==> config.mk <==
export PLATFORM = sky130hd
export DESIGN_NAME = aad_fold
export DESIGN_NICKNAME = d
export VERILOG_FILES = /design/src/hw/rtl/aad_pkg.sv /design/src/hw/rtl/aad_fold.sv
export SDC_FILE = /design/constraint.sdc
export NUM_CORES = 1
export LEC_CHECK = 0
export BUFFER_PORTS_ARGS = -buffer_cell sky130_fd_sc_hd__buf_2
export CAP_MARGIN = 30
export CORE_MARGIN = 2
export CORE_UTILIZATION = 45
export DETAILED_ROUTE_END_ITERATION = 10
export GPL_ROUTABILITY_DRIVEN = 0
export GPL_TIMING_DRIVEN = 0
export PLACE_DENSITY = 0.91
export SLEW_MARGIN = 25
export SYNTH_ARGS = -nofsm -noshare
export SYNTH_HDL_FRONTEND = slang
export SYNTH_SLANG_ARGS = --single-unit
==> constraint.sdc <==
create_clock -name clk -period 2.5 [get_ports clk]
set_clock_uncertainty 0.1 [all_clocks]
set_input_delay 0.375 -clock clk [delete_from_list [all_inputs] [get_ports clk]]
set_output_delay 0.375 -clock clk [all_outputs]
set_load 0.02 [all_outputs]
==> src/hw/rtl/aad_pkg.sv <==
// aad_pkg: shared widths, types, constants and the CORDIC arctangent table
// for the aerodynamic-angle direction cosine matrix block.
// No dependencies; every other file of the block imports it.
package aad_pkg;

  localparam int ACT_W            = 2;
  localparam int ANG_W            = 16;
  localparam int ENT_W            = 16;
  localparam int XY_W             = 34;
  localparam int Z_W              = 34;
  localparam int ATAN_ENTRIES     = 24;
  localparam int CORDIC_STEPS_DEF = 16;
  localparam int ANG_SHIFT        = 17;  // Q2.13 -> Q30

  typedef logic signed [XY_W-1:0]  xy_t;
  typedef logic signed [Z_W-1:0]   z_t;
  typedef logic signed [ENT_W-1:0] ent_t;
  typedef logic signed [ANG_W-1:0] ang_t;

  typedef enum logic [ACT_W-1:0] {
    ACT_WIND_FROM_BODY = 2'd0,
    ACT_BODY_FROM_WIND = 2'd1,
    ACT_STAB_FROM_BODY = 2'd2
  } act_t;

  localparam z_t   Q30_HALF_PI  = 34'sd1686629713;
  localparam z_t   Q30_PI       = 34'sd3373259426;
  localparam xy_t  Q30_INV_GAIN = 34'sd652032874;
  localparam ent_t Q14_ONE      = 16'sd16384;

  // One angle's rotator state.
  typedef struct packed {
    xy_t  x;
    xy_t  y;
    z_t   z;
    logic flip;
  } rot_t;

  // Word travelling down the CORDIC pipe.
  typedef struct packed {
    logic [ACT_W-1:0] action;
    rot_t             a;
    rot_t             b;
  } cord_t;

  typedef struct packed {
    ent_t row1_col1;
    ent_t row1_col2;
    ent_t row1_col3;
    ent_t row2_col1;
    ent_t row2_col2;
    ent_t row2_col3;
    ent_t row3_col1;
    ent_t row3_col2;
    ent_t row3_col3;
  } dcm_t;

  // floor(atan(2^-i) * 2^30)
  function automatic z_t atan_q30(input int idx);
    case (idx)
      0:       atan_q30 = 34'sh3243F6A8;
      1:       atan_q30 = 34'sh1DAC6705;
      2:       atan_q30 = 34'sh0FADBAFC;
      3:       atan_q30 = 34'sh07F56EA6;
      4:       atan_q30 = 34'sh03FEAB76;
      5:       atan_q30 = 34'sh01FFD55B;
      6:       atan_q30 = 34'sh00FFFAAA;
      7:       atan_q30 = 34'sh007FFF55;
      8:       atan_q30 = 34'sh003FFFEA;
      9:       atan_q30 = 34'sh001FFFFD;
      10:      atan_q30 = 34'sh000FFFFF;
      11:      atan_q30 = 34'sh0007FFFF;
      12:      atan_q30 = 34'sh0003FFFF;
      13:      atan_q30 = 34'sh0001FFFF;
      14:      atan_q30 = 34'sh0000FFFF;
      15:      atan_q30 = 34'sh00007FFF;
      16:      atan_q30 = 34'sh00003FFF;
      17:      atan_q30 = 34'sh00001FFF;
      18:      atan_q30 = 34'sh00000FFF;
      19:      atan_q30 = 34'sh000007FF;
      20:      atan_q30 = 34'sh000003FF;
      21:      atan_q30 = 34'sh000001FF;
      22:      atan_q30 = 34'sh000000FF;
      23:      atan_q30 = 34'sh0000007F;
      default: atan_q30 = '0;
    endcase
  endfunction

endpackage

==> src/hw/rtl/aad_fold.sv <==
// aad_fold: entry stage. Scales both angles to Q30, folds them into
// [-pi/2, pi/2] and seeds the rotators. Depends on aad_pkg.
module aad_fold import aad_pkg::*; (
  input  logic             clk,
  input  logic             rst_n,
  input  logic             in_vld,
  input  logic [ACT_W-1:0] in_action,
  input  ang_t             in_alpha,
  input  ang_t             in_beta,
  output logic             up_take,
  input  logic             dn_take,
  output logic             out_vld,
  output cord_t            out_data
);

  logic  vld_r;
  cord_t data_r;
  cord_t data_nxt;

  function automatic rot_t seed(input ang_t ang);
    z_t   z;
    rot_t r;
    z = {ang[ANG_W-1], ang, {ANG_SHIFT{1'b0}}};
    r.x = Q30_INV_GAIN;
    r.y = '0;
    if (z > Q30_HALF_PI) begin
      r.z    = z - Q30_PI;
      r.flip = 1'b1;
    end else if (z < -Q30_HALF_PI) begin
      r.z    = z + Q30_PI;
      r.flip = 1'b1;
    end else begin
      r.z    = z;
      r.flip = 1'b0;
    end
    return r;
  endfunction

  always_comb begin
    data_nxt.action = in_action;
    data_nxt.a      = seed(in_alpha);
    data_nxt.b      = seed(in_beta);
  end

  assign up_take  = ~vld_r | dn_take;
  assign out_vld  = vld_r;
  assign out_data = data_r;

  always_ff @(posedge clk) begin
    if (!rst_n) begin
      vld_r <= 1'b0;
    end else if (up_take) begin
      vld_r <= in_vld;
    end
  end

  always_ff @(posedge clk) begin
    if (up_take && in_vld) begin
      data_r <= data_nxt;
    end
  end

endmodule

==> results by group <==
Outcome
  – Status: finished clean

Timing
  – Slew headroom: 58.46%
  – Post-route setup TNS: 0 ns
  – Slew @ Worst Pin: slightly above 0.6 ns
  – RSZ-0062 raised after global routing: false
  – Fin crit share: 88.70%
  – Hold Slack: around 0.16 ns
  – Final setup viols: 0
  – Fin. max-slew vios: 0
  – Fmax: 450.9 MHz
  – Tmin final: about 2.2 ns
  – Endpoints failing hold: 0

Place
  – Dpl cells: roughly 790
  – Detailed Place HPWL: 7801 µm
  – I/O Buffers: 97
  – Placed instance area: 5234 µm²

Floorplanning
  – DIE WIDTH: 99.24 µm
  – I/O pin count: 248
  – Initial Utilization: 46.57%
  – Die ar.: 9848 µm²
  – Die height: 99.24 µm
  – FP Rows: 34
  – Core area: 8763 µm²

Layout
  – Layout cell share with drive strength beyond 1: 44.25%
  – N_diodes: 0
  – FF/Latch Area: 1281 µm²
  – Design area: 5319 µm²
  – Area of the multi-input gates: 1872 µm²
  – Commonest non-fill, non-tap cell in the layout: buf_4
  – Layout fillers: 682
  – Layout area overhead: 30.32%
  – Finished Layout Cells: 795
  – Commonest cells after routing, fill and taps aside: 168 x buf_4, 138 x conb_1, 110 x buf_2, 42 x edfxtp_1, 21 x nand2_1
  – Final Net Count: 732

Clock tree
  – Total CTS buffers: 5
  – CTS max path bufs: 2
  – Worst-Skew Late Latency: 0.29 ns
  – Post-CTS Hold Fix Bufs: 0
  – CTS resizes: 0
  – Clk root buf: clkbuf_8
  – CTS tree: built
  – H-tree depth: 2
  – Postcts setup bufs: 0
  – Worst-path clk slew: ~0.09 ns
  – Sinks on Clock Net: between 40 and 50

GRT
  – GRT Util Overall: 17.70%
  – First-pass GRT wire length: 14680 µm
  – Number of global-route vias before repair: roughly 3400
  – Largest net degree at the start of global routing: 36
  – Initial antenna violation count: 0
  – Total grt overflow: 0

Route
  – Drt pass-1 iters: 5
  – DRC violations left: 0
  – Vias per cell: around 4.5
  – Wire per inst: 11.92 µm
  – Via count: 3606
  – Antenna-violating nets left: 0
  – DRT Wirelength: 9479 µm
  – Drt initial violations: 313

Setup path
  – R2r setup slk: 1.08 ns
  – CP required: ~2.5 ns
  – Crit Path Max Fanout: 9
  – Critical R2R Launch: out_vld$_SDFFE_PN0N_
  – R2R Path End: out_data[121]$_DFFE_PP_
  – Worst reg2reg path depth: 3
  – Setup crit start: in_alpha[3]
  – Startpoint types: input pin
  – Crit path DAT: between 2 and 2.5 ns
  – CP endpoint kind: register
  – Critical path class: in -> reg

Synthesis
  – Share of synthesized registers carrying an async set or reset: 0%
  – Predominant post-synthesis flop cell: edfxtp_1
  – Post-synth EDFFs: 42
  – Ys Warns: 0
  – Synth Register Bits: 43
  – Cells after synthesis: 445
  – Syn avg cell area: around 9.2 µm²
  – Register area share after synthesis: 31.39%
  – Unique cell type count in the Yosys netlist: 63
  – Synth Cell Area: 4081 µm²

Worst hold path
  – Hold Path Stages: 1
  – Worst Hold End: out_data[206]$_DFFE_PP_
  – Hold WC Path Type: in -> reg
  – Hold Startpoint: in_action[0]

Power
  – Leakage dissipation: 2.795 nW
  – Pwr dens: 431.6 nW/µm²
  – Max VDD drop: between 0.15 and 0.2 mV

Run
  – Max-cap violations: 0
final cells by class:
class | instances | area share (%)
multi-input cells | 333 | 35.19
flip-flops and latches | 43 | 24.09
inverters | 17 | 1.200
clock inverters | 2 | 0.2352
repair buffers | 98 | 9.504
clock buffers | 6 | 1.364
well taps | 108 | 2.541
plain buffers | 188 | 25.88
logic make-up (layout without fill, tap and decap cells):
logic type	Yosys count	count (layout)	share of synthesized area (%)
adder cells (fa/ha/maj)	8	8	2.453
AO/OA/AOI/OAI	81	81	14.90
AND/OR/NAND/NOR	82	82	10.64
other	2	138	0.1840
buffers and inverters	205	311	35.28
XOR/XNOR	24	24	5.150
flip-flops	43	43	31.39
routing by layer:
metal / vias to the layer above / wire length (µm) / global-route usage, %
li1: 1715 / - / -
met1: 1580 / 3249 / 18.89
met2: 291 / 4928 / 33.99
met3: 20 / 1104 / 2.952
met4: 0 / 196 / 7.587
met5: - / 0 / 0
worst max-delay path by stage:
stage | to | slack (ns) | depth (start not counted)
finish | out_data[134]$_DFFE_PP_ | 0.28 | 9
global route | out_data[134]$_DFFE_PP_ | 0.17 | 9
CTS | out_data[132]$_DFFE_PP_ | 0.31 | 8
detailed placement | out_data[132]$_DFFE_PP_ | 0.01 | 8
global placement | out_data[134]$_DFFE_PP_ | 0.07 | 9
floorplan | out_data[105]$_SDFFCE_PP1P_ | 0.31 | 2
through the flow:
step	util [%]	power (W)	setup slack, ns
2_1_floorplan	-	0.001664	0.3132
3_3_place_gp	59.48	0.001823	0.07077
3_5_place_dp	59.72	0.001850	0.009664
4_1_cts	60.69	0.002272	0.3058
5_1_grt	60.69	0.002390	0.1694
6_report	60.69	0.002296	0.2824
critical path, cell delays in order:
cell and delay, ns:
buf_2 0.11, buf_2 0.16, inv_1 0.10, ha_1 0.19
nor3b_1 0.33, o21ai_0 0.21, a211oi_1 0.40, o22ai_1 0.14
xor2_1 0.15
registers in the layout, indices dropped and copies added (netlist names):
signal,cells
out_vld,1
out_data,42
Yosys cell counts, types with 4 or more instances:
library cell	count	area share (%)
buf_4	168	31
edfxtp_1	42	31
nand2_1	21	1.9
nor2_1	16	1.5
buf_2	13	1.6
inv_1	13	1.2
xnor2_1	13	2.8
o21ai_0	12	1.5
xor2_1	11	2.4
a21oi_1	10	1.2
ha_1	8	2.5
nand3_1	8	0.98
a31oi_1	6	0.92
nand2b_1	6	0.92
nor3_1	6	0.74
o22ai_1	5	0.77
a211oi_1	4	0.74
and3_1	4	0.61
o211ai_1	4	0.74
or3_1	4	0.61
power by group:
| part | internal (W) | total [W] | switching [W] |
|---|---|---|---|
| registers | 0.000875 | 0.000896 | 0.0000212 |
| logic | 0.000374 | 0.000960 | 0.000586 |
| clock network | 0.000196 | 0.000440 | 0.000244 |
Note: power is estimated with default switching activity, not from simulation.
