===== config.mk =====
export PLATFORM = sky130hd
export DESIGN_NAME = aad_dcm_form
export DESIGN_NICKNAME = d
export VERILOG_FILES = /design/src/hw/rtl/aad_pkg.sv /design/src/hw/rtl/aad_dcm_form.sv
export SDC_FILE = /design/constraint.sdc
export NUM_CORES = 2
export LEC_CHECK = 0
export BUFFER_PORTS_ARGS = -buffer_cell sky130_fd_sc_hd__buf_2
export CORE_UTILIZATION = 53
export CTS_CLUSTER_SIZE = 12
export DETAILED_ROUTE_END_ITERATION = 16
export PLACE_DENSITY = 0.79
export SLEW_MARGIN = 20
export SYNTH_ARGS = -nofsm -noshare
export SYNTH_HDL_FRONTEND = slang
export SYNTH_SLANG_ARGS = --single-unit
export TNS_END_PERCENT = 20

===== constraint.sdc =====
create_clock -name clk -period 13.9 [get_ports clk]
set_input_delay 2.78 -clock clk [delete_from_list [all_inputs] [get_ports clk]]
set_output_delay 2.78 -clock clk [all_outputs]
set_load 0.02 [all_outputs]

===== src/hw/rtl/aad_pkg.sv =====
// aad_pkg: shared widths, types, constants and the CORDIC arctangent table
// for the aerodynamic-angle direction cosine matrix block.
// No dependencies; every other file of the block imports it.
package aad_pkg;

  localparam int ACT_W            = 2;
  localparam int ANG_W            = 16;
  localparam int ENT_W            = 16;
  localparam int XY_W             = 34;
  localparam int Z_W              = 34;
  localparam int ATAN_ENTRIES     = 24;
  localparam int CORDIC_STEPS_DEF = 16;
  localparam int ANG_SHIFT        = 17;  // Q2.13 -> Q30

  typedef logic signed [XY_W-1:0]  xy_t;
  typedef logic signed [Z_W-1:0]   z_t;
  typedef logic signed [ENT_W-1:0] ent_t;
  typedef logic signed [ANG_W-1:0] ang_t;

  typedef enum logic [ACT_W-1:0] {
    ACT_WIND_FROM_BODY = 2'd0,
    ACT_BODY_FROM_WIND = 2'd1,
    ACT_STAB_FROM_BODY = 2'd2
  } act_t;

  localparam z_t   Q30_HALF_PI  = 34'sd1686629713;
  localparam z_t   Q30_PI       = 34'sd3373259426;
  localparam xy_t  Q30_INV_GAIN = 34'sd652032874;
  localparam ent_t Q14_ONE      = 16'sd16384;

  // One angle's rotator state.
  typedef struct packed {
    xy_t  x;
    xy_t  y;
    z_t   z;
    logic flip;
  } rot_t;

  // Word travelling down the CORDIC pipe.
  typedef struct packed {
    logic [ACT_W-1:0] action;
    rot_t             a;
    rot_t             b;
  } cord_t;

  typedef struct packed {
    ent_t row1_col1;
    ent_t row1_col2;
    ent_t row1_col3;
    ent_t row2_col1;
    ent_t row2_col2;
    ent_t row2_col3;
    ent_t row3_col1;
    ent_t row3_col2;
    ent_t row3_col3;
  } dcm_t;

  // floor(atan(2^-i) * 2^30)
  function automatic z_t atan_q30(input int idx);
    case (idx)
      0:       atan_q30 = 34'sh3243F6A8;
      1:       atan_q30 = 34'sh1DAC6705;
      2:       atan_q30 = 34'sh0FADBAFC;
      3:       atan_q30 = 34'sh07F56EA6;
      4:       atan_q30 = 34'sh03FEAB76;
      5:       atan_q30 = 34'sh01FFD55B;
      6:       atan_q30 = 34'sh00FFFAAA;
      7:       atan_q30 = 34'sh007FFF55;
      8:       atan_q30 = 34'sh003FFFEA;
      9:       atan_q30 = 34'sh001FFFFD;
      10:      atan_q30 = 34'sh000FFFFF;
      11:      atan_q30 = 34'sh0007FFFF;
      12:      atan_q30 = 34'sh0003FFFF;
      13:      atan_q30 = 34'sh0001FFFF;
      14:      atan_q30 = 34'sh0000FFFF;
      15:      atan_q30 = 34'sh00007FFF;
      16:      atan_q30 = 34'sh00003FFF;
      17:      atan_q30 = 34'sh00001FFF;
      18:      atan_q30 = 34'sh00000FFF;
      19:      atan_q30 = 34'sh000007FF;
      20:      atan_q30 = 34'sh000003FF;
      21:      atan_q30 = 34'sh000001FF;
      22:      atan_q30 = 34'sh000000FF;
      23:      atan_q30 = 34'sh0000007F;
      default: atan_q30 = '0;
    endcase
  endfunction

endpackage


===== src/hw/rtl/aad_dcm_form.sv =====
// aad_dcm_form: back end. Rounds the rotator outputs to Q1.14 sine/cosine,
// forms the four cross products, rounds them and selects the matrix.
// Three register stages; the last is the output register. Depends on aad_pkg.
module aad_dcm_form import aad_pkg::*; (
  input  logic  clk,
  input  logic  rst_n,
  input  logic  in_vld,
  input  cord_t in_data,
  output logic  up_take,
  input  logic  dn_take,
  output logic  out_vld,
  output dcm_t  out_data
);

  typedef logic signed [2*ENT_W-1:0] prod_t;

  // stage 1: rounded sine/cosine
  logic             vld1_r;
  logic [ACT_W-1:0] s1_act_r;
  ent_t             s1_sa_r, s1_ca_r, s1_sb_r, s1_cb_r;
  ent_t             sa_nxt, ca_nxt, sb_nxt, cb_nxt;
  // stage 2: products
  logic             vld2_r;
  logic [ACT_W-1:0] s2_act_r;
  ent_t             s2_sa_r, s2_ca_r, s2_sb_r, s2_cb_r;
  prod_t            s2_cc_r, s2_nsc_r, s2_cs_r, s2_nss_r;
  prod_t            cc_nxt, nsc_nxt, cs_nxt, nss_nxt;
  ent_t             nsb;
  // stage 3: output
  logic             vld3_r;
  dcm_t             dcm_r;
  dcm_t             dcm_nxt;
  ent_t             cc, nsc, cs, nss, nsa;
  logic             t1, t2, t3;

  function automatic ent_t sat_q14(input xy_t v);
    if (v > xy_t'(Q14_ONE)) begin
      sat_q14 = Q14_ONE;
    end else if (v < -xy_t'(Q14_ONE)) begin
      sat_q14 = -Q14_ONE;
    end else begin
      sat_q14 = ent_t'(v);
    end
  endfunction

  // Q30 -> Q1.14, half up, after undoing the half-turn fold
  function automatic ent_t rnd_q30(input xy_t v, input logic flip);
    xy_t f;
    f = flip ? -v : v;
    return sat_q14((f + xy_t'(32768)) >>> 16);
  endfunction

  function automatic ent_t rnd_prod(input prod_t p);
    return sat_q14((xy_t'(p) + xy_t'(8192)) >>> 14);
  endfunction

  assign t3      = ~vld3_r | dn_take;
  assign t2      = ~vld2_r | t3;
  assign t1      = ~vld1_r | t2;
  assign up_take = t1;

  assign ca_nxt = rnd_q30(in_data.a.x, in_data.a.flip);
  assign sa_nxt = rnd_q30(in_data.a.y, in_data.a.flip);
  assign cb_nxt = rnd_q30(in_data.b.x, in_data.b.flip);
  assign sb_nxt = rnd_q30(in_data.b.y, in_data.b.flip);

  // the negated factor goes in before the multiply
  assign nsb     = -s1_sb_r;
  assign cc_nxt  = prod_t'(s1_cb_r) * prod_t'(s1_ca_r);
  assign nsc_nxt = prod_t'(nsb) * prod_t'(s1_ca_r);
  assign cs_nxt  = prod_t'(s1_cb_r) * prod_t'(s1_sa_r);
  assign nss_nxt = prod_t'(nsb) * prod_t'(s1_sa_r);

  assign cc  = rnd_prod(s2_cc_r);
  assign nsc = rnd_prod(s2_nsc_r);
  assign cs  = rnd_prod(s2_cs_r);
  assign nss = rnd_prod(s2_nss_r);
  assign nsa = -s2_sa_r;

  always_comb begin
    dcm_nxt = '0;
    unique case (s2_act_r)
      ACT_WIND_FROM_BODY: begin
        dcm_nxt.row1_col1 = cc;
        dcm_nxt.row1_col2 = s2_sb_r;
        dcm_nxt.row1_col3 = cs;
        dcm_nxt.row2_col1 = nsc;
        dcm_nxt.row2_col2 = s2_cb_r;
        dcm_nxt.row2_col3 = nss;
        dcm_nxt.row3_col1 = nsa;
        dcm_nxt.row3_col3 = s2_ca_r;
      end
      ACT_BODY_FROM_WIND: begin
        dcm_nxt.row1_col1 = cc;
        dcm_nxt.row1_col2 = nsc;
        dcm_nxt.row1_col3 = nsa;
        dcm_nxt.row2_col1 = s2_sb_r;
        dcm_nxt.row2_col2 = s2_cb_r;
        dcm_nxt.row3_col1 = cs;
        dcm_nxt.row3_col2 = nss;
        dcm_nxt.row3_col3 = s2_ca_r;
      end
      ACT_STAB_FROM_BODY: begin
        dcm_nxt.row1_col1 = s2_ca_r;
        dcm_nxt.row1_col3 = s2_sa_r;
        dcm_nxt.row2_col2 = Q14_ONE;
        dcm_nxt.row3_col1 = nsa;
        dcm_nxt.row3_col3 = s2_ca_r;
      end
      default: begin
        dcm_nxt = '0;
      end
    endcase
  end

  always_ff @(posedge clk) begin
    if (!rst_n) begin
      vld1_r <= 1'b0;
      vld2_r <= 1'b0;
      vld3_r <= 1'b0;
    end else begin
      if (t1) begin
        vld1_r <= in_vld;
      end
      if (t2) begin
        vld2_r <= vld1_r;
      end
      if (t3) begin
        vld3_r <= vld2_r;
      end
    end
  end

  always_ff @(posedge clk) begin
    if (t1 && in_vld) begin
      s1_act_r <= in_data.action;
      s1_sa_r  <= sa_nxt;
      s1_ca_r  <= ca_nxt;
      s1_sb_r  <= sb_nxt;
      s1_cb_r  <= cb_nxt;
    end
    if (t2 && vld1_r) begin
      s2_act_r <= s1_act_r;
      s2_sa_r  <= s1_sa_r;
      s2_ca_r  <= s1_ca_r;
      s2_sb_r  <= s1_sb_r;
      s2_cb_r  <= s1_cb_r;
      s2_cc_r  <= cc_nxt;
      s2_nsc_r <= nsc_nxt;
      s2_cs_r  <= cs_nxt;
      s2_nss_r <= nss_nxt;
    end
    if (t3 && vld2_r) begin
      dcm_r <= dcm_nxt;
    end
  end

  assign out_vld  = vld3_r;
  assign out_data = dcm_r;

endmodule


==> results.md <==
- Synth cell types: 103
- CTS clk-pin slew, worst paths: 0.06 ns
- Slew headroom: 0.252
- Ys flop type: edfxtp_1
- Maximum number of pins on one net before global-route repair: 78
- Count of final hold-check violations: 0
- Tmin final: 9.51 ns
- I/O Pins: 358
- Main area contributors after synthesis: fa_1 (36%), edfxtp_1 (18%), inv_1 (8.1%)
- Post-Syn Area: 57700 um^2
- Setup CP Type: reg2reg
- Final Setup Violations: 0
- Remaining routing DRC violations: 0
- Number of global-route vias before repair: 45100
- Critical Path Max Stage Delay: 0.71 ns
- Total Die Area: 110000 um^2
- Grt ovf: 0
- Dpl hpwl: 104 mm
- Seq/Total Area, Yosys: 0.184
- Multi-input gate area: 41400 um^2
- Resized cells post-CTS: 0
- Clock root buffer: clkbuf_16
- WL/cell: 18.1 um
- # hold bufs at CTS: 0
- Yosys reg bits: 355
- H-tree depth: 2
- RSZ-0062 raised after global routing: no
- DRT Pass-1 Iters: 6
- Top post-synthesis cells by count: inv_1 (1248), fa_1 (1044), nand2_1 (718)
- Post-route setup TNS: 0 ns
- I/O Buffers: 289
- Outcome: complete, no violations
- Leading area contributor after synthesis: fa_1
- TritonCTS clock tree: built
- Worst-margin pin slew: 1.12 ns
- Arr. time, crit path: 9.86 ns
- Bufs on Longest Clock Path: 3
- Most common cell in the netlist: inv_1
- Initial DRC Count: 2676
- Layout Nets: 7757
- Final WL: 138 mm
- Global-route wire length before repair: 228 mm
- Num rows: 120
- Crit-path max FO: 31
- Die height: 332 um
- Syn Inst Count: 6053
- All-Layer GR Usage: 0.257
- Vias: 42200
- Final critical-path share of the clock period: 0.684
- Number of flops mapped to enable cells by yosys: 352
- Max_cap viols: 0
- Layout cells sized above 1: 0.0811
- Core area: 108000 um^2
- Final Max Slew Viols: 0
- Top cell type's share of synthesized area: 0.362
- ANT nets after route: 0
- Worst skew pair latency: 0.60 ns
- Register area: 10600 um^2
- Worst Path Buf+Inv: 5
- Synthesized Nets: 7635
- Final GP Congestion: 0.913
- Setup Skew: 0.0283 ns
- Async SR Flop Fraction: 0
- Synth-to-Final Area Change: 7.20%
- Initial antenna violation count: 7
- Initial cell density of the core: 0.537
- Die Wd: 332 um
- Crit path max-delay family: adder cells
- Worst setup EP type: flip-flop
- Vias/cell: 5.54
- FMAX: 105 MHz
- HP Class: reg2reg
- CTS Sinks: 355
- TritonCTS buffer count: 42
- Yosys warning total: 0
- Slowest-stage cell, CP: fa_1
- Syn Area/Cell: 9.53 um^2
- Crit-path most repeated cell: fa_1
- Post-CTS setup buffer count: 0
- CP Data Required Time: 14.24 ns
- Nature of the critical path startpoint: flip-flop
- # fillers: 9009
==> cell type report <==
class | instances | area share
Sequential cell | 355 | 0.172
Clock inverter | 19 | 0.00419
Tap cell | 1403 | 0.0284
Clock buffer | 53 | 0.0178
Antenna cell | 4 | 0.000162
Inverter | 1249 | 0.0758
Timing Repair Buffer | 366 | 0.0327
Multi-Input combinational cell | 4161 | 0.669
==> metrics by stage <==
| step | hold WS, ns | worst slack [ns] | instance area [um^2] | instances | utilization |
|---|---|---|---|---|---|
| 2_1_floorplan | 0.400 | 3.66 | 57700 | 6053 | - |
| 3_3_place_gp | 0.402 | 4.61 | 60500 | 7534 | 0.562 |
| 3_5_place_dp | 0.420 | 4.43 | 60500 | 7534 | 0.562 |
| 4_1_cts | 0.424 | 4.38 | 61800 | 7606 | 0.575 |
| 5_1_grt | 0.423 | 3.86 | 61800 | 7608 | 0.575 |
| 6_report | 0.420 | 4.39 | 61800 | 7610 | 0.575 |
==> cells by family (layout without fill, tap and decap cells) <==
logic type,after synthesis,in the layout,share of synthesized area
flip-flops,355,355,0.184
AO/OA/AOI/OAI,547,547,0.0645
XOR/XNOR,308,308,0.0472
other,0,4,0
multiplexers,17,17,0.00330
adder cells (fa/ha/maj),1370,1370,0.433
AND/OR/NAND/NOR,1919,1919,0.166
buffers and inverters,1537,1687,0.101
==> flip-flops by register name, indices dropped and copies added (netlist names), 19 cells and up <==
name      flops
s2_nss_r     19
s2_nsc_r     19
s2_cc_r      19
out_data    144
s2_cs_r      19
==> final timing paths <==
check / depth (start not counted) / to / startpoint / slack [ns]
worst min register to register: 0 / s2_act_r[0]$_DFFE_PP_ / s1_act_r[0]$_DFFE_PP_ / 0.42
worst max-delay path: 29 / s2_nsc_r[31]$_DFFE_PP_ / s1_sb_r[0]$_SDFFCE_PP0P_ / 4.39
worst min-delay path: 0 / s2_act_r[0]$_DFFE_PP_ / s1_act_r[0]$_DFFE_PP_ / 0.42
worst max register to register: 29 / s2_nsc_r[31]$_DFFE_PP_ / s1_sb_r[0]$_SDFFCE_PP0P_ / 4.39
==> metal layers <==
layer	vias up	track usage	part of all wire
li1	19000	-	-
met1	21300	0.323	0.39
met2	1581	0.450	0.50
met3	284	0.0356	0.069
met4	4	0.0990	0.038
met5	-	0	0.00017
==> cells in the final DEF, fill, tap and decap left out, types with 145 or more instances in the layout <==
cell	n
inv_1	1248
edfxtp_1	352
ha_1	326
buf_2	289
xnor2_1	184
nand2_1	718
o21ai_0	145
nor2_1	255
fa_1	1044
and2_1	472
Power is not shown: default switching activity piles up to over one toggle a cycle in this logic, so the estimate is an artifact.
