File: src/hw/rtl/aad_pkg.sv
// aad_pkg: shared widths, types, constants and the CORDIC arctangent table
// for the aerodynamic-angle direction cosine matrix block.
// No dependencies; every other file of the block imports it.
package aad_pkg;

  localparam int ACT_W            = 2;
  localparam int ANG_W            = 16;
  localparam int ENT_W            = 16;
  localparam int XY_W             = 34;
  localparam int Z_W              = 34;
  localparam int ATAN_ENTRIES     = 24;
  localparam int CORDIC_STEPS_DEF = 16;
  localparam int ANG_SHIFT        = 17;  // Q2.13 -> Q30

  typedef logic signed [XY_W-1:0]  xy_t;
  typedef logic signed [Z_W-1:0]   z_t;
  typedef logic signed [ENT_W-1:0] ent_t;
  typedef logic signed [ANG_W-1:0] ang_t;

  typedef enum logic [ACT_W-1:0] {
    ACT_WIND_FROM_BODY = 2'd0,
    ACT_BODY_FROM_WIND = 2'd1,
    ACT_STAB_FROM_BODY = 2'd2
  } act_t;

  localparam z_t   Q30_HALF_PI  = 34'sd1686629713;
  localparam z_t   Q30_PI       = 34'sd3373259426;
  localparam xy_t  Q30_INV_GAIN = 34'sd652032874;
  localparam ent_t Q14_ONE      = 16'sd16384;

  // One angle's rotator state.
  typedef struct packed {
    xy_t  x;
    xy_t  y;
    z_t   z;
    logic flip;
  } rot_t;

  // Word travelling down the CORDIC pipe.
  typedef struct packed {
    logic [ACT_W-1:0] action;
    rot_t             a;
    rot_t             b;
  } cord_t;

  typedef struct packed {
    ent_t row1_col1;
    ent_t row1_col2;
    ent_t row1_col3;
    ent_t row2_col1;
    ent_t row2_col2;
    ent_t row2_col3;
    ent_t row3_col1;
    ent_t row3_col2;
    ent_t row3_col3;
  } dcm_t;

  // floor(atan(2^-i) * 2^30)
  function automatic z_t atan_q30(input int idx);
    case (idx)
      0:       atan_q30 = 34'sh3243F6A8;
      1:       atan_q30 = 34'sh1DAC6705;
      2:       atan_q30 = 34'sh0FADBAFC;
      3:       atan_q30 = 34'sh07F56EA6;
      4:       atan_q30 = 34'sh03FEAB76;
      5:       atan_q30 = 34'sh01FFD55B;
      6:       atan_q30 = 34'sh00FFFAAA;
      7:       atan_q30 = 34'sh007FFF55;
      8:       atan_q30 = 34'sh003FFFEA;
      9:       atan_q30 = 34'sh001FFFFD;
      10:      atan_q30 = 34'sh000FFFFF;
      11:      atan_q30 = 34'sh0007FFFF;
      12:      atan_q30 = 34'sh0003FFFF;
      13:      atan_q30 = 34'sh0001FFFF;
      14:      atan_q30 = 34'sh0000FFFF;
      15:      atan_q30 = 34'sh00007FFF;
      16:      atan_q30 = 34'sh00003FFF;
      17:      atan_q30 = 34'sh00001FFF;
      18:      atan_q30 = 34'sh00000FFF;
      19:      atan_q30 = 34'sh000007FF;
      20:      atan_q30 = 34'sh000003FF;
      21:      atan_q30 = 34'sh000001FF;
      22:      atan_q30 = 34'sh000000FF;
      23:      atan_q30 = 34'sh0000007F;
      default: atan_q30 = '0;
    endcase
  endfunction

endpackage

File: src/hw/rtl/aad_cordic_stage.sv
// aad_cordic_stage: one registered rotation-mode CORDIC iteration applied to
// both angles at once. Depends on aad_pkg (types, arctangent table).
module aad_cordic_stage import aad_pkg::*; #(
  parameter int STEP = 0
) (
  input  logic  clk,
  input  logic  rst_n,
  input  logic  in_vld,
  input  cord_t in_data,
  output logic  up_take,
  input  logic  dn_take,
  output logic  out_vld,
  output cord_t out_data
);

  localparam z_t ATAN = atan_q30(STEP);

  logic  vld_r;
  cord_t data_r;
  cord_t data_nxt;

  function automatic rot_t rotate(input rot_t r);
    xy_t  dx;
    xy_t  dy;
    rot_t o;
    dx     = r.y >>> STEP;
    dy     = r.x >>> STEP;
    o.flip = r.flip;
    if (!r.z[Z_W-1]) begin
      o.x = r.x - dx;
      o.y = r.y + dy;
      o.z = r.z - ATAN;
    end else begin
      o.x = r.x + dx;
      o.y = r.y - dy;
      o.z = r.z + ATAN;
    end
    return o;
  endfunction

  always_comb begin
    data_nxt.action = in_data.action;
    data_nxt.a      = rotate(in_data.a);
    data_nxt.b      = rotate(in_data.b);
  end

  assign up_take  = ~vld_r | dn_take;
  assign out_vld  = vld_r;
  assign out_data = data_r;

  always_ff @(posedge clk) begin
    if (!rst_n) begin
      vld_r <= 1'b0;
    end else if (up_take) begin
      vld_r <= in_vld;
    end
  end

  always_ff @(posedge clk) begin
    if (up_take && in_vld) begin
      data_r <= data_nxt;
    end
  end

endmodule

File: config.mk
export PLATFORM = sky130hd
export DESIGN_NAME = aad_cordic_stage
export DESIGN_NICKNAME = d
export VERILOG_FILES = /design/src/hw/rtl/aad_pkg.sv /design/src/hw/rtl/aad_cordic_stage.sv
export SDC_FILE = /design/constraint.sdc
export NUM_CORES = 1
export LEC_CHECK = 0
export BUFFER_PORTS_ARGS = -buffer_cell sky130_fd_sc_hd__buf_2
export CAP_MARGIN = 20
export CORE_MARGIN = 5
export CORE_UTILIZATION = 57
export CTS_CLUSTER_SIZE = 25
export DETAILED_ROUTE_END_ITERATION = 7
export PLACE_DENSITY = 0.81
export SETUP_SLACK_MARGIN = 0.4
export SLEW_MARGIN = 30
export SYNTH_ARGS = -nofsm -noshare
export SYNTH_HDL_FRONTEND = slang
export SYNTH_SLANG_ARGS = --single-unit
File: constraint.sdc
create_clock -name clk -period 7.4 [get_ports clk]
set_input_delay 0 -clock clk [delete_from_list [all_inputs] [get_ports clk]]
set_output_delay 0 -clock clk [all_outputs]
set_load 0.05 [all_outputs]
==> results.py, run 1 <==
metrics = {
    "run_status": {
        "outcome": "completed",
    },
    "global_route": {
        "antenna_found_initial": 8,
        "overflow": 0,
        "grt_max_degree": 139,
        "grt_pass1_vias": 20820,
        "grt_usage": 0.3568,
        "grt_pass1_wl_mm": 117.1,
    },
    "worst_setup_path": {
        "r2r_slack_ns": 5.42,
        "worstPathCellList": "dlygate4sd3_1, buf_2, fa_1, a21o_1, a21oi_1, nor2b_1, o31a_1, a221o_1, a311oi_1, o21ai_1, a21oi_1, xnor2_1, dlygate4sd3_1",
        "crit_buf_inv": 3,
        "start_kind": "primary input",
        "r2r_start": "out_vld$_SDFFE_PN0N_",
        "worst_ep_arrival_time_ns": 3.90,
        "critPathMaxStageDelay_ns": 0.57,
        "worstPathMaxFanout": 4,
        "crit_family": "compound AO/OA/AOI/OAI gates",
        "required_ns": 7.72,
        "cp-end-kind": "register",
        "slowest_stage": "dlygate4sd3_1",
        "path_class": "in2reg",
        "worstReg2RegEnd": "out_data[90]$_DFFE_PP_",
        "reg2regPathDepth": 3,
    },
    "clock_network": {
        "htreeDepth": 1,
        "tritoncts": "yes",
        "cts_root_buf": "clkbuf_16",
        "cts_sinks": 207,
        "clk_pin_slew_ns": 0.06,
        "numCtsBuffers": 26,
        "ctsLongestPathBuffers": 3,
        "clk_latency_ns": 0.58,
    },
    "synthesis": {
        "yosysMostFrequentCell": "a21oi_1",
        "yosys_register_bits": 207,
        "synthCells": 2380,
        "dominantRegCellSynth": "edfxtp_1",
        "ys_types": 83,
        "yosys_warnings": 0,
        "synth-edff-count": 206,
        "ys_async_sr_fraction": 0,
        "syn_nets": 2856,
        "syn_area_per_cell_um2": 8.749,
        "yosysSeqAreaShare": 0.2980,
        "synth_top_cell_area_share": 0.2971,
        "yosys.area.top_type": "edfxtp_1",
        "netlist_area_mm2": 0.02082,
        "ys_top_cells_by_count": "a21oi_1, ha_1, inv_1",
        "synth.area.top_cells": "edfxtp_1, ha_1, a21oi_1",
    },
    "job": {
        "drv_cap": 0,
    },
    "sta": {
        "finalCritPeriodShare": 0.4839,
        "worst_pin_slew_ns": 0.9001,
        "relSlewSlack": 0.3944,
        "clock.fmax_mhz": 279.2,
        "timing.hold.ws_ns": 0.03830,
        "finalHoldViolCount": 0,
        "finClkSkew_ns": 0.02652,
        "fin_tns_setup_ns": 0,
        "period_minus_slack_ns": 3.581,
        "rsz0062_at_grt": "no",
        "setup_viol": 0,
        "drv_slew": 0,
    },
    "routing": {
        "post_drt_wl_per_cell_um": 23.00,
        "vias": 21083,
        "drtAntennaViolNets": 0,
        "drt_iter0_drc": 2068,
        "routed_wl_mm": 76.45,
        "drc": 0,
        "vias_per_cell": 6.343,
        "first_pass_iters": 7,
    },
    "power_and_ir_drop": {
        "power.leakage_nw": 11.34,
        "power_w": 0.005128,
        "ir_drop_uv": 176.0,
        "p_per_area_mw_per_mm2": 205.4,
    },
    "finish": {
        "area_growth_pct": 19.89,
        "stdcell_count": 3324,
        "layout-drive-gt1-share": 0.1783,
        "final_nets": 3307,
        "fin_area_mm2": 0.02496,
    },
    "hold_path": {
        "hold_path_depth": 3,
        "hold_class": "in2reg",
        "whs_endpoint": "out_data[15]$_DFFE_PP_",
        "hold_start": "in_data[34]",
    },
    "floorplan": {
        "chipHeight_um": 201.1,
        "die_w_um": 201.1,
        "start_util": 0.5729,
        "rows": 70,
        "core_area_mm2": 0.03635,
        "die_area_mm2": 0.04045,
        "num_io_pins": 422,
    },
    "placed_design": {
        "gp_congestion": 0.9986,
        "placed_area_mm2": 0.02319,
        "dp_hpwl_mm": 57.66,
        "place_inst": 3184,
        "portBuffers": 421,
    },
}
==> cells by family after synthesis <==
group | Yosys count | synth area share
flip-flops | 207 | 0.2980
buffers and inverters | 318 | 0.05961
AO/OA/AOI/OAI | 854 | 0.2679
multiplexers | 29 | 0.01394
adder cells (fa/ha/maj) | 264 | 0.1615
AND/OR/NAND/NOR | 527 | 0.1229
XOR/XNOR | 181 | 0.07613
==> cells in the final DEF (no fill, tap or decap), drive strengths merged, types with 53 or more instances in the layout <==
cell	synthesis	routed
buf	44	429
a21oi	283	283
ha	256	256
inv	222	223
edfxtp	206	206
nor2	183	183
xnor2	145	145
o21ai	141	141
a21o	96	96
nand2	89	89
dlygate4sd3	0	86
o21bai	64	64
nor3	53	53
==> worst min-delay path: cells and delay by family <==
family / cells / cell delay (ns)
xor+xnor: 1 / 0.12
fa+ha+maj: 1 / 0.19
buf+inv: 1 / 0.19
==> layer usage <==
metal  wire [um]  global-route usage
met2       35720              0.5981
met4        3880              0.1610
met3        7155             0.06317
met1       29670              0.4519
met5          13                   0
==> repair_timing <==
item,CTS,global route
hold buffers,86,0
endpoints found under the setup margin,0,0
setup buffers,0,0
endpoints found under the hold margin,76,0
gates resized for setup,0,0
==> flip-flops by register name, indices dropped and copies added (netlist names) <==
| register | count |
|---|---|
| out_data | 206 |
| out_vld | 1 |
==> report_power, final <==
group / internal [W] / switching [W] / leakage, nW
logic: 0.000697 / 0.00155 / 8.94
clock network: 0.000751 / 0.000549 / 0.398
registers: 0.00152 / 0.0000626 / 2.00
total: 0.00297 / 0.00216 / 11.3
==> worst max path at each step <==
stage / startpoint / to / slack [ns] / cells after the start
after floorplan: out_vld$_SDFFE_PN0N_ / out_data[0]$_DFFE_PP_ / 1.08 / 2
after global placement: in_data[137] / out_data[132]$_DFFE_PP_ / 4.00 / 12
after detailed placement: in_data[137] / out_data[132]$_DFFE_PP_ / 3.81 / 12
after CTS: in_data[107] / out_data[135]$_DFFE_PP_ / 3.96 / 13
after global routing: in_data[107] / out_data[135]$_DFFE_PP_ / 3.69 / 13
final: in_data[107] / out_data[135]$_DFFE_PP_ / 3.82 / 13
==> layout make-up <==
type	count	area, um2
fill	2884	11380
inverter	226	848.3
tap	468	585.6
antenna	7	17.52
sequential	207	6206
timing repair buffer	515	3073
multi-input combinational	1855	13390
clock inverter	16	182.7
clock buffer	30	665.6
==> through the flow <==
step / setup WS [ns] / util
floorplan: 1.085 / -
global placement: 3.995 / 0.6381
detailed placement: 3.814 / 0.6381
CTS: 3.963 / 0.6852
global route: 3.689 / 0.6868
finish: 3.819 / 0.6868
Power figures use the tool's default switching activity.
==> run 2: changes to the inputs <==
- CORE_UTILIZATION: 57 -> 52
- PLACE_DENSITY: 0.81 -> 0.78
- clock period: 7.4 -> 2.9 ns (I/O delays scaled with it)
==> run 2 against run 1 <==
  * Clock-buffer cell count is 3 higher
  * Via count rose by 1.8%
  * Non-clock buffer count grew 190
  * Routed wire length grew 1.6%
  * Critical path depth decreased by 2
  * Core utilization down 1.2 points
  * Sequential cell count stayed put
  * Power grew to 2.6 times the previous value
  * Register-to-register slack lost 4.1 ns
  * Worst setup slack worse by 3.4 ns
  * Global-route usage fell by 2.7 points
  * Largest cell class unchanged
  * Highest routed layer unchanged
==> results.py, run 2 (synthesis gave the netlist of run 1 again) <==
metrics = {
    "placed_design": {
        "place_inst": 3442,
        "gp_congestion": 1.005,
        "dp_hpwl_mm": 60.73,
        "placed_area_mm2": 0.02494,
        "portBuffers": 421,
        "place_ws_ns": -0.2409,
    },
    "clock_network": {
        "cts_sinks": 207,
        "clk_pin_slew_ns": 0.06,
        "clk_latency_ns": 0.56,
        "tritoncts": "yes",
        "cts_root_buf": "clkbuf_16",
        "numCtsBuffers": 26,
        "ctsLongestPathBuffers": 3,
        "htreeDepth": 1,
    },
    "power_and_ir_drop": {
        "power.leakage_nw": 12.34,
        "power.internal_w": 0.007912,
        "p_per_area_mw_per_mm2": 502.3,
        "clkPwrFrac": 0.241,
        "p_comb_frac": 0.460,
        "ir_drop_uv": 453.2,
        "p_switching_w": 0.005523,
        "power.share.sequential": 0.299,
        "sw_frac_of_total": 0.4111,
    },
    "floorplan": {
        "num_io_pins": 422,
        "start_util": 0.5253,
        "rows": 73,
        "chipHeight_um": 210.1,
        "core_area_mm2": 0.03964,
        "die_area_mm2": 0.04415,
        "die_w_um": 210.1,
    },
    "worst_setup_path": {
        "r2r_start": "out_vld$_SDFFE_PN0N_",
        "path_class": "in2reg",
        "start_kind": "primary input",
        "r2r_slack_ns": 1.34,
        "worstPathMaxFanout": 5,
        "worst_ep_arrival_time_ns": 2.82,
        "critPathLaunch": "in_data[11]",
        "worstReg2RegEnd": "out_data[135]$_DFFE_PP_",
        "reg2regPathDepth": 3,
        "cp-end-kind": "register",
        "required_ns": 3.21,
    },
    "sta": {
        "worst_pin_slew_ns": 0.7623,
        "finClkSkew_ns": 0.01105,
        "fin_tns_setup_ns": 0,
        "clock.fmax_mhz": 398.7,
        "finalCritPeriodShare": 0.8649,
        "relSlewSlack": 0.4918,
        "timing.hold.ws_ns": 0.004576,
        "rsz0062_at_grt": "yes",
        "finalHoldViolCount": 0,
        "drv_slew": 0,
        "setup_viol": 0,
        "worst_slack_ns": 0.3919,
        "period_minus_slack_ns": 2.508,
    },
    "hold_path": {
        "hold_class": "in2reg",
        "whs_endpoint": "out_data[173]$_DFFE_PP_",
        "hold_path_depth": 3,
        "hold_start": "in_data[139]",
    },
    "global_route": {
        "grt_pass1_vias": 21113,
        "grt_max_degree": 106,
        "grt_usage": 0.3297,
        "antenna_found_initial": 13,
        "grt_pass1_wl_mm": 117.5,
        "overflow": 0,
    },
    "finish": {
        "largest_register_ff_count": 206,
        "final_cell_mix": "buf_2, a21oi_1, ha_1, buf_4, inv_1",
        "final_common_cell": "buf_2",
        "layout-drive-gt1-share": 0.2530,
        "area_growth_pct": 28.46,
        "stdcell_count": 3572,
        "final_nets": 3497,
        "fin_area_mm2": 0.02675,
    },
    "routing": {
        "drt_iter0_drc": 1842,
        "vias_per_cell": 6.007,
        "routed_wl_mm": 77.63,
        "post_drt_wl_per_cell_um": 21.73,
        "drtAntennaViolNets": 0,
        "first_pass_iters": 6,
        "drc": 0,
        "vias": 21458,
    },
    "run_status": {
        "outcome": "completed",
    },
    "job": {
        "drv_cap": 0,
    },
}
[run 2: cell types whose count changed in the layout (fill, tap and decap cells not counted), moves of 5 or more]
cell and change:
buf_4 +214, a21oi_1 -8, a211oi_1 -6, clkinv_2 +5, ha_4 +6, ha_1 -9, dlygate4sd3_1 -24, a211oi_2 +5
o21ai_0 -5, a21oi_2 +7
[run 2: area by class of cell]
type	instances	area, um2
multi-input combinational	1855	13710
antenna	8	20.02
sequential	207	6210
inverter	226	865.8
clock inverter	13	151.4
clock buffer	33	676.9
timing repair buffer	705	4458
fill	3236	12890
tap	525	656.9
[run 2: worst max-delay path by stage]
stage | to | slack (ns)
floorplan | out_data[31]$_DFFE_PP_ | 0.05
global placement | out_data[94]$_DFFE_PP_ | -0.19
detailed placement | out_data[94]$_DFFE_PP_ | -0.24
CTS | out_data[132]$_DFFE_PP_ | 0.42
global route | out_data[95]$_DFFE_PP_ | 0.32
finish | out_data[31]$_DFFE_PP_ | 0.39
[run 2: what timing repair did]
| action | in CTS | in global routing |
|---|---|---|
| endpoints found under the setup margin | 2 | 47 |
| pin swaps | 0 | 30 |
| gates cloned | 0 | 0 |
| hold buffers | 63 | 0 |
| resized for setup | 1 | 47 |
| buffers inserted | 0 | 12 |
| endpoints found under the hold margin | 58 | 0 |
[run 2: power groups by stage]
stage	Clock, W	Combinational, W	Sequential (W)
floorplan	0	0.00267	0.00540
global placement	0	0.00579	0.00407
detailed placement	0	0.00585	0.00407
finish	0.00324	0.00617	0.00402
global route	0.00342	0.00654	0.00405
CTS	0.00329	0.00598	0.00402
[run 2: through the flow]
stage | utilization | power (W)
after floorplan | - | 0.008065
after global placement | 0.6291 | 0.009860
after detailed placement | 0.6291 | 0.009924
after CTS | 0.6661 | 0.01329
after global routing | 0.6748 | 0.01401
final | 0.6748 | 0.01343
[run 2: layer usage]
| metal | global-route usage | wire length (um) | up-vias |
|---|---|---|---|
| met1 | 0.4261 | 30620 | 10159 |
| li1 | - | - | 9987 |
| met5 | 0 | 62 | - |
| met4 | 0.1454 | 3817 | 10 |
| met2 | 0.5581 | 36900 | 1083 |
| met3 | 0.03974 | 6235 | 219 |
[run 2: critical path, stage by stage]
cell and delay, ns:
dlygate4sd3_1 0.54, buf_2 0.13, ha_2 0.31, a21oi_1 0.18
nor2b_1 0.10, o31a_1 0.27, a211o_1 0.37, a211oi_4 0.29
nor3_2 0.09, or3b_1 0.37, xor2_1 0.15
